### config.mk
export PLATFORM = sky130hd
export DESIGN_NAME = etg_div
export DESIGN_NICKNAME = d
export VERILOG_FILES = /design/src/hw/rtl/etg_div.sv
export SDC_FILE = /design/constraint.sdc
export NUM_CORES = 1
export LEC_CHECK = 0
export ABC_CLOCK_PERIOD_IN_PS = 3900
export BUFFER_PORTS_ARGS = -buffer_cell sky130_fd_sc_hd__buf_2
export CORE_ASPECT_RATIO = 0.9
export CORE_MARGIN = 4
export CORE_UTILIZATION = 50
export DETAILED_ROUTE_END_ITERATION = 16
export GPL_TIMING_DRIVEN = 1
export PLACE_DENSITY = 0.79
export SETUP_SLACK_MARGIN = 0.4
export SLEW_MARGIN = 20
export SYNTH_ARGS = -nofsm -noshare
export SYNTH_HDL_FRONTEND = slang
export SYNTH_SLANG_ARGS = --single-unit
### constraint.sdc
create_clock -name clk -period 3.9 [get_ports clk]
set_clock_uncertainty 0.1 [all_clocks]
set_input_delay 0.195 -clock clk [delete_from_list [all_inputs] [get_ports clk]]
set_output_delay 0.195 -clock clk [all_outputs]
set_load 0.02 [all_outputs]
### src/hw/rtl/etg_div.sv
`default_nettype none
// Restoring divider, one quotient bit per cycle.
module etg_div #(
  parameter int unsigned NUM_W = 48
) (
  input  wire logic             clk,
  input  wire logic             rst_n,
  input  wire logic             start,
  input  wire logic [NUM_W-1:0] num,
  input  wire logic [31:0]      den,
  output logic                  busy,
  output logic [NUM_W-1:0]      quo
);
  localparam int unsigned CNT_W = $clog2(NUM_W + 1);

  logic [NUM_W-1:0] q_r;
  logic [32:0]      rem_r;
  logic [31:0]      den_r;
  logic [CNT_W-1:0] cnt_r;
  logic             busy_r;
  logic [33:0]      trial;

  assign trial = {rem_r, q_r[NUM_W-1]} - {2'b0, den_r};

  always_ff @(posedge clk) begin
    if (!rst_n) begin
      busy_r <= 1'b0;
      cnt_r  <= '0;
    end else if (start) begin
      busy_r <= 1'b1;
      cnt_r  <= CNT_W'(NUM_W);
      q_r    <= num;
      rem_r  <= '0;
      den_r  <= den;
    end else if (busy_r) begin
      if (!trial[33]) begin
        rem_r <= trial[32:0];
        q_r   <= {q_r[NUM_W-2:0], 1'b1};
      end else begin
        rem_r <= {rem_r[31:0], q_r[NUM_W-1]};
        q_r   <= {q_r[NUM_W-2:0], 1'b0};
      end
      cnt_r <= cnt_r - 1'b1;
      if (cnt_r == CNT_W'(1)) busy_r <= 1'b0;
    end
  end

  assign busy = busy_r;
  assign quo  = q_r;
endmodule
`default_nettype wire

==> reports/results.txt <==
Final Hold Vio Count - 0
Place WS - 0.565 ns
# rows - 40
Tmin final - 3.35 ns
PwrDens - 475 mW/mm²
Status - completed
Slew Viols, Final - 0
Initial antenna violation count - 0
Sw Share - 31.9%
GRT Total Usage - 24.0%
Final net count - 944
I/O Pins - 132
Reg-to-reg critical path startpoint - rem_r[26]
Seq/Total Area, Yosys - 50.8%
Max IR drop VDD - 0.000352 V
Layout cells sized above 1 - 27.7%
CTS tree - yes
Gate power share - 26.4%
Reg2reg setup slack - 0.55 ns
Synth Register Bits - 120
Number of max-cap violations - 0
Tightest Pin Transition - 0.976 ns
Seq pwr share - 37.1%
Vias/cell - 5.76
Worst slew margin - 34.9%
Die H - 120 µm
Largest net degree at the start of global routing - 84
Worst hold slack - 0.380 ns
Synth async-reset ratio - 0%
Post-Synthesis Cell Area - 0.00695 mm²
Internal power - 2970 µW
Post-Syn Area per Cell - 11.3 µm²
CP Class - flop to flop
Crit. End Element - flop
Post-Route WL - 18800 µm
Vias in the first global route - 5930
GP Congestion - 0.918
R2r endpoint - rem_r[29]
Fin Setup TNS - 0 ns
DR iter-0 viols - 519
Antenna cells - 0
Cell mode on critical path - and3_1
Hold Path Class - input pin to flop
Core Box Area - 0.0135 mm²
Grt total ovfl - 0
Crit-path max cell delay - 0.48 ns
Remaining antenna violation count - 0
Hold path cells - 2
Post-DP HPWL - 11600 µm
Syn Nets - 731
Final setup viols - 0
Top_reg_cell synth - edfxtp_1
TritonCTS Buffers - 17
Clock power frac - 36.5%
Worst-path clk slew - 0.07 ns
DRT Pass-1 Iters - 5
Nature of the critical path startpoint - flop
CTS Root Cell - clkbuf_16
Drc violations - 0
Crit share post-route - 85.9%
Crit path DAT - 3.45 ns
Critical Path RT - 4.01 ns
Clock insertion delay at the later pin of the skew report - 0.43 ns
Max H-tree Level - 4
Die Wd - 132 µm
Warnings from Yosys - 0
Worst-path fanout max - 21
Area growth syn-to-layout - 32.3%
Starting Density - 51.6%
Max Clock Freq - 299 MHz
Worst Reg-to-Reg Cells - 10
Worst path slowest cell - ha_1
Switch Pwr - 1390 µW
Max Used Layer - met4
Post-synth EDFFs - 113
RSZ-0062 raised after global routing - no
Detailed-route wire length per cell - 18.6 µm
Clock Tree Buf Depth - 2
Leak - 0.00384 µW
Cells after synthesis - 613
Vias - 5800
Library cells used by synthesis - 61
WL met2 - 8790 µm
First-pass GRT wire length - 30400 µm
Hold Path End - den_r[23]
Hold Crit Start - den[23]
Buffers on Ports - 131
Critical Path, Cell by Cell - ha_1, and3_1, and3_4, and3_1, nand2_1, nor4bb_2, a211oi_4, buf_4, nand2b_1, a21oi_1
Wire length on met1 - 7990 µm
Die area - 0.0159 mm²
Final WS setup - 0.551 ns
Detail Route met3 WL - 1480 µm
Sink Count - 120
[layout by cell type (no fill, tap or decap), types with 7 or more instances in the layout]
cell           netlist  layout
a211oi_1             7       7
a21o_1              13      13
a21oi_1             41      41
and3_1               7       7
buf_2                5     131
clkbuf_16            0      17
dfxtp_1              7       7
dlygate4sd3_1        0      83
edfxtp_1           113     113
ha_1                34      34
inv_1               38      38
mux2_2              48      48
mux2i_1             16      16
nand2_1             44      44
nand2b_1            27      27
nand3_1             11      10
nor2_1              37      37
nor3_1              10      10
o211ai_1             9       9
o21a_1              12      11
o21ai_0             15      15
xnor2_1             14      14
xor2_1               8       8
[per-stage QoR]
step / cells / power [µW] / util [%] / cell area [µm²]
finish: 1007 / 4360 / 68.3 / 9200
global route: 1007 / 4550 / 68.3 / 9200
CTS: 1006 / 4340 / 68.0 / 9150
detailed placement: 891 / 2690 / 57.5 / 7740
global placement: 891 / 2660 / 57.5 / 7740
floorplan: 613 / 2440 / - / 6950
[synthesized netlist by cell type, drive strengths merged, types with 3 or more instances]
library cell,number,area [µm²]
nor3b,3,22.5
a211oi,9,85.1
nor3,10,50.1
a221oi,3,26.3
ha,34,425
nor2b,4,25.0
mux2i,16,160
a31oi,6,37.5
o31ai,4,30.0
buf,12,77.6
nand2b,28,178
edfxtp,113,3390
nand2,44,165
or3,5,31.3
a21o,13,97.6
a21oi,41,205
mux2,49,552
nand4,4,25.0
nand3b,3,22.5
nor2,37,139
and3,8,55.1
or2,3,18.8
o211ai,9,67.6
xor2,8,70.1
clkbuf,13,48.8
o21ai,20,100
o21a,12,90.1
nand3,11,55.1
o22ai,5,31.3
dfxtp,7,140
inv,38,143
xnor2,14,123
nor4,4,25.0
[per-layer routing]
layer	global-route usage, %	vias up
li1	-	2718
met1	30.9	2751
met2	38.9	287
met3	6.29	44
met4	9.29	0
met5	0	-
[power by group through the flow]
| stage | combinational [µW] | clock (µW) | sequential, µW |
|---|---|---|---|
| 2_1_floorplan | 769 | 0 | 1670 |
| 3_3_place_gp | 1020 | 0 | 1640 |
| 3_5_place_dp | 1050 | 0 | 1640 |
| 4_1_cts | 1120 | 1600 | 1620 |
| 5_1_grt | 1270 | 1660 | 1630 |
| 6_report | 1150 | 1590 | 1620 |
[logic make-up after synthesis]
kind of cell	Yosys count	share of synthesized area (%)
simple gates	168	12.2
xor+xnor	22	2.77
mux	65	10.2
compound gates	140	13.7
flops	120	50.8
fa+ha+maj	35	6.41
buf+inv	63	3.87
[worst max-delay path by stage]
| stage | from | end | slack, ns | cells after the start |
|---|---|---|---|---|
| after CTS | quo[47] | rem_r[26] | 0.53 | 11 |
| after global placement | rem_r[26] | rem_r[29] | 0.67 | 10 |
| final | rem_r[26] | rem_r[29] | 0.55 | 10 |
| after floorplan | start | quo[0] | 0.72 | 3 |
| after detailed placement | quo[47] | rem_r[26] | 0.57 | 11 |
| after global routing | quo[47] | rem_r[26] | 0.42 | 11 |
[flip-flops by register name, summed over array words and instances, names as in the netlist]
name,count
cnt_r,6
rem_r,33
quo,48
busy,1
den_r,32
[repair_timing]
item / in CTS / in global routing
setup endpoints to repair: 0 / 19
buffers inserted: 0 / 0
endpoints found under the hold margin: 82 / 0
hold buffers: 83 / 0
gates resized for setup: 0 / 2
[layout make-up]
cell class	instances	area, µm²
clock inverters	15	155
flip-flops and latches	120	3530
repair buffers	219	1560
clock buffers	17	425
inverters	38	143
fillers	921	4270
well taps	168	210
multi-input cells	430	3170
[critical path: cells and delay by family, from the launching register on]
kind,cells,cell delay (ns)
AOI/OAI and AO/OA,2,0.37
adders and majority gates,1,0.48
buffers and inverters,1,0.24
DFF,1,0.43
and+or+nand+nor,6,1.51
Note: power is estimated with default switching activity, not from simulation.
