`src/hw/rtl/etg_pkg.sv`:
```
`default_nettype none
package etg_pkg;

  localparam int unsigned FRAC_BITS_DEF = 16;
  localparam int unsigned DATA_W        = 32;
  localparam int unsigned CFG_IDX_W     = 2;

  typedef enum logic [CFG_IDX_W-1:0] {
    REG_START = 2'd0,
    REG_END   = 2'd1,
    REG_DUR   = 2'd2,
    REG_CURVE = 2'd3
  } cfg_reg_t;

  typedef enum logic [1:0] {
    CURVE_LINEAR = 2'd0,
    CURVE_QUAD   = 2'd1,
    CURVE_CUBIC  = 2'd2,
    CURVE_BACK   = 2'd3
  } curve_t;

  localparam logic [63:0] C1_Q30      = 64'd1827057613;
  localparam logic [63:0] DEF_DUR_Q30 = 64'd214748365;

  // Q30 constant rounded to nearest at the working fraction width.
  function automatic logic [63:0] q30_round(input logic [63:0] v, input int unsigned fb);
    logic [63:0] r;
    r = 64'd1 << (30 - fb - 1);
    return (v + r) >> (30 - fb);
  endfunction

  // Multiplier operation request.
  typedef struct packed {
    logic        start;
    logic [63:0] a;
    logic [63:0] b;
  } mul_req_t;

endpackage
`default_nettype wire

```
`src/hw/rtl/etg_mul.sv`:
```
`default_nettype none
// Signed fixed-point multiplier, rounded to nearest with ties away from zero.
// Magnitudes split into 32-bit halves; one partial product per cycle.
module etg_mul #(
  parameter int unsigned FRAC_BITS = etg_pkg::FRAC_BITS_DEF
) (
  input  wire logic         clk,
  input  wire logic         rst_n,
  input  etg_pkg::mul_req_t req,
  output logic              busy,
  output logic [63:0]       prod
);
  import etg_pkg::*;

  logic [63:0]  ma_r, mb_r;
  logic         neg_r;
  logic [127:0] acc_r;
  logic [2:0]   ph_r;
  logic         busy_r;
  logic [63:0]  pp;
  logic [31:0]  opa, opb;
  logic [1:0]   hsel;       // number of upper halves in this partial product
  logic [127:0] sh;
  logic [127:0] rnd;
  logic [63:0]  mag;

  always_comb begin
    opa  = ph_r[1] ? ma_r[63:32] : ma_r[31:0];
    opb  = ph_r[0] ? mb_r[63:32] : mb_r[31:0];
    pp   = {32'd0, opa} * {32'd0, opb};
    hsel = {1'b0, ph_r[1]} + {1'b0, ph_r[0]};
    sh   = {64'd0, pp} << {hsel, 5'd0};
  end

  always_ff @(posedge clk) begin
    if (!rst_n) begin
      busy_r <= 1'b0;
      ph_r   <= '0;
    end else if (req.start) begin
      busy_r <= 1'b1;
      ph_r   <= '0;
      acc_r  <= '0;
      neg_r  <= req.a[63] ^ req.b[63];
      ma_r   <= req.a[63] ? -req.a : req.a;
      mb_r   <= req.b[63] ? -req.b : req.b;
    end else if (busy_r) begin
      acc_r <= acc_r + sh;
      ph_r  <= ph_r + 1'b1;
      if (ph_r == 3'd3) busy_r <= 1'b0;
    end
  end

  always_comb begin
    rnd  = (acc_r + (128'd1 << (FRAC_BITS - 1))) >> FRAC_BITS;
    mag  = rnd[63:0];
    prod = neg_r ? -mag : mag;
  end
  assign busy = busy_r;
endmodule
`default_nettype wire

```
`config.mk`:
```
export PLATFORM = sky130hd
export DESIGN_NAME = etg_mul
export DESIGN_NICKNAME = d
export VERILOG_FILES = /design/src/hw/rtl/etg_pkg.sv /design/src/hw/rtl/etg_mul.sv
export SDC_FILE = /design/constraint.sdc
export NUM_CORES = 2
export LEC_CHECK = 0
export ABC_CLOCK_PERIOD_IN_PS = 13600
export BUFFER_PORTS_ARGS = -buffer_cell sky130_fd_sc_hd__clkbuf_2
export CORE_MARGIN = 3
export CORE_UTILIZATION = 45
export DETAILED_ROUTE_END_ITERATION = 10
export PLACE_DENSITY = 0.57
export SETUP_SLACK_MARGIN = 0.2
export SLEW_MARGIN = 20
export SYNTH_ARGS = -nofsm -noshare
export SYNTH_HDL_FRONTEND = slang
export SYNTH_SLANG_ARGS = --single-unit
```
`constraint.sdc`:
```
create_clock -name clk -period 13.6 [get_ports clk]
set_input_delay 0.68 -clock clk [delete_from_list [all_inputs] [get_ports clk]]
set_output_delay 0.68 -clock clk [all_outputs]
set_load 0.02 [all_outputs]
```
==> out/metrics.csv <==
metric,value,unit
timing.hold.ws,0.331,ns
synthArstFlopShare,0,
clk_pin_slew,0.06,ns
worstMarginPinSlew,1.27,ns
grt_max_degree,78,
ys.flop_type,edfxtp_1,
critPathMaxStageDelay,0.72,ns
first_iter_violations,3815,
syn2layout_area_growth,7.85,%
critPathLaunchType,flip-flop,
cp_slowest_cell,mux2i_2,
skew,0.0344,ns
ys_ff_latch,213,
cts.htree.levels,1,
grtUsageTotal,0.309,
portBuffers,195,
dr_total_vias,43058,
cts_buffers,26,
coreArea,0.113,sq mm
path_common_cell,fa_1,
reg2reg_from,ph_r[0],
io-pin-count,196,
clockBufferDepth,3,
start_util,0.456,
fp.dieArea,0.119,sq mm
hold_path_end,ma_r[0],
r2r_end,acc_r[78],
synth_cells,5920,
ys_types,87,
drive_gt1_frac,0.0912,
synthesis.area,0.0516,sq mm
clock-sinks,213,
avgSynthCellArea,8.71,sq um
finalHoldViolCount,0,
grt_overflow,0,
die_w,345,um
grt_pass1_wl,273000,um
totalWireLength,183000,um
clk_latency,0.60,ns
max_cap_violations,0,
syn_nets,7296,
holdBufCountCts,0,
drv_slew,0,
fmax,0.0786,GHz
r2r_cells,36,
dp_hpwl,149000,um
ctsResizeCount,0,
hold_start,req[64],
ys_seq_area_frac,0.123,
fin_crit,12.73,ns
cts_setup_buffers,0,
arrival,13.08,ns
remaining_drc_errors,0,
die_height,345,um
crit_fanout,22,
via_per_inst,5.75,
rows,123,
slew_headroom,0.139,
post-route-period-util,0.936,
fin_nets,7347,
wl_per_cell,24.4,um
grt_pass1_vias,43131,
status,completed,
critPathRequiredTime,13.95,ns
crit_family,adder cells,
holdCritPathClass,in -> reg,
cts_root_buf,clkbuf_16,
rsz0062_at_grt,false,
gp_congestion,0.976,
cp_num_buf_inv,5,
dr.pass1.iters,6,
setup_violations,0,
grt_antenna_before_repair,6,
antenna_left,0,
cts_tree,yes,
criticalPathCategory,reg -> reg,
synth_warnings,0,
timing.reg2reg.setup_slack,0.87,ns
cp-end-kind,flip-flop,
critPathLaunch,ph_r[0],
synth-edff-count,209,
whs_path_depth,1,
setup_tns,0,ns
[cell usage after synthesis (all sizes together) (26+ instances only)]
cell	count	area share
nor2	849	0.062
o21bai	35	0.0051
ha	348	0.084
and3	26	0.0032
o21ai	167	0.016
nand2	621	0.045
mux2	77	0.017
or4	29	0.0043
nor3	62	0.0062
fa	897	0.35
nand4	82	0.010
o31ai	61	0.0092
or3	30	0.0037
nand2b	30	0.0036
clkbuf	276	0.020
inv	959	0.070
edfxtp	209	0.12
nand3	74	0.0073
a21oi	168	0.016
xor2	90	0.015
and2	29	0.0035
buf	32	0.0030
mux2i	74	0.014
nor4	26	0.0037
a21o	99	0.014
xnor2	281	0.048
[final cells by class]
type / count / area (sq um)
timing repair buffer: 331 / 2030
multi-input combinational: 4440 / 40800
antenna: 4 / 10.0
tap: 1500 / 1880
inverter: 959 / 3600
clock inverter: 18 / 253
fill: 10946 / 57500
sequential: 213 / 6360
clock buffer: 29 / 683
[logic make-up (layout without fill, tap and decap cells)]
family / count (synthesis) / after routing / share of synthesized area
flops: 213 / 213 / 0.123
buf+inv: 1267 / 1337 / 0.0929
compound gates: 729 / 729 / 0.0922
simple gates: 1944 / 1944 / 0.165
other cells: 0 / 4 / 0
mux: 151 / 151 / 0.0312
fa+ha+maj: 1245 / 1245 / 0.432
xor+xnor: 371 / 371 / 0.0630
[layer usage]
| metal | vias to the layer above | GRT usage | wire [um] | share of wire |
|---|---|---|---|---|
| li1 | 19050 | - | - | - |
| met1 | 21696 | 0.433 | 76900 | 0.42 |
| met2 | 1925 | 0.463 | 78900 | 0.43 |
| met3 | 383 | 0.0734 | 18100 | 0.099 |
| met4 | 4 | 0.123 | 8740 | 0.048 |
| met5 | - | 0.00204 | 23 | 0.00013 |
[state kept, by name, summed over array words and instances, names as in the netlist]
signal	count
acc_r	80
ma_r	64
mb_r	64
ph_r	3
busy	1
neg_r	1
[per-stage QoR]
step | utilization | cell area, sq um | setup slack [ns] | cells
floorplan | - | 51600 | 2.13 | 5920
global placement | 0.483 | 54600 | 1.22 | 7442
detailed placement | 0.483 | 54700 | 1.04 | 7443
CTS | 0.492 | 55600 | 1.04 | 7490
global route | 0.492 | 55600 | 0.296 | 7490
finish | 0.492 | 55600 | 0.873 | 7494
[cells in the final DEF (no fill, tap or decap), types with 14 or more instances in the layout]
| cell type | instances |
|---|---|
| a211oi_1 | 16 |
| a21o_1 | 99 |
| a21oi_1 | 168 |
| a31oi_1 | 25 |
| and2_1 | 28 |
| and3_1 | 26 |
| and4_1 | 14 |
| buf_4 | 134 |
| clkbuf_16 | 27 |
| clkbuf_2 | 194 |
| edfxtp_1 | 209 |
| fa_1 | 897 |
| ha_1 | 348 |
| inv_1 | 958 |
| mux2_2 | 77 |
| mux2i_1 | 28 |
| mux2i_2 | 24 |
| mux2i_4 | 22 |
| nand2_1 | 621 |
| nand2b_1 | 30 |
| nand3_1 | 73 |
| nand4_1 | 80 |
| nor2_1 | 849 |
| nor2b_1 | 21 |
| nor3_1 | 60 |
| nor4_1 | 22 |
| o21a_1 | 16 |
| o21ai_0 | 166 |
| o21bai_1 | 35 |
| o22ai_1 | 23 |
| o31ai_1 | 58 |
| o41ai_1 | 20 |
| or2_2 | 21 |
| or3_1 | 29 |
| or4_1 | 28 |
| xnor2_1 | 281 |
| xor2_1 | 90 |
[worst max path at each step]
stage           endpoint  slack, ns  depth (start not counted)
3_5_place_dp   acc_r[78]       1.04                         36
5_1_grt        acc_r[78]       0.30                         37
4_1_cts        acc_r[78]       1.04                         37
6_report       acc_r[78]       0.87                         36
3_3_place_gp   acc_r[78]       1.22                         38
2_1_floorplan  acc_r[78]       2.13                         43
Power is left out: the tool's default activity adds up to more than one toggle a clock period on the data nets, which glitch-free logic cannot reach.
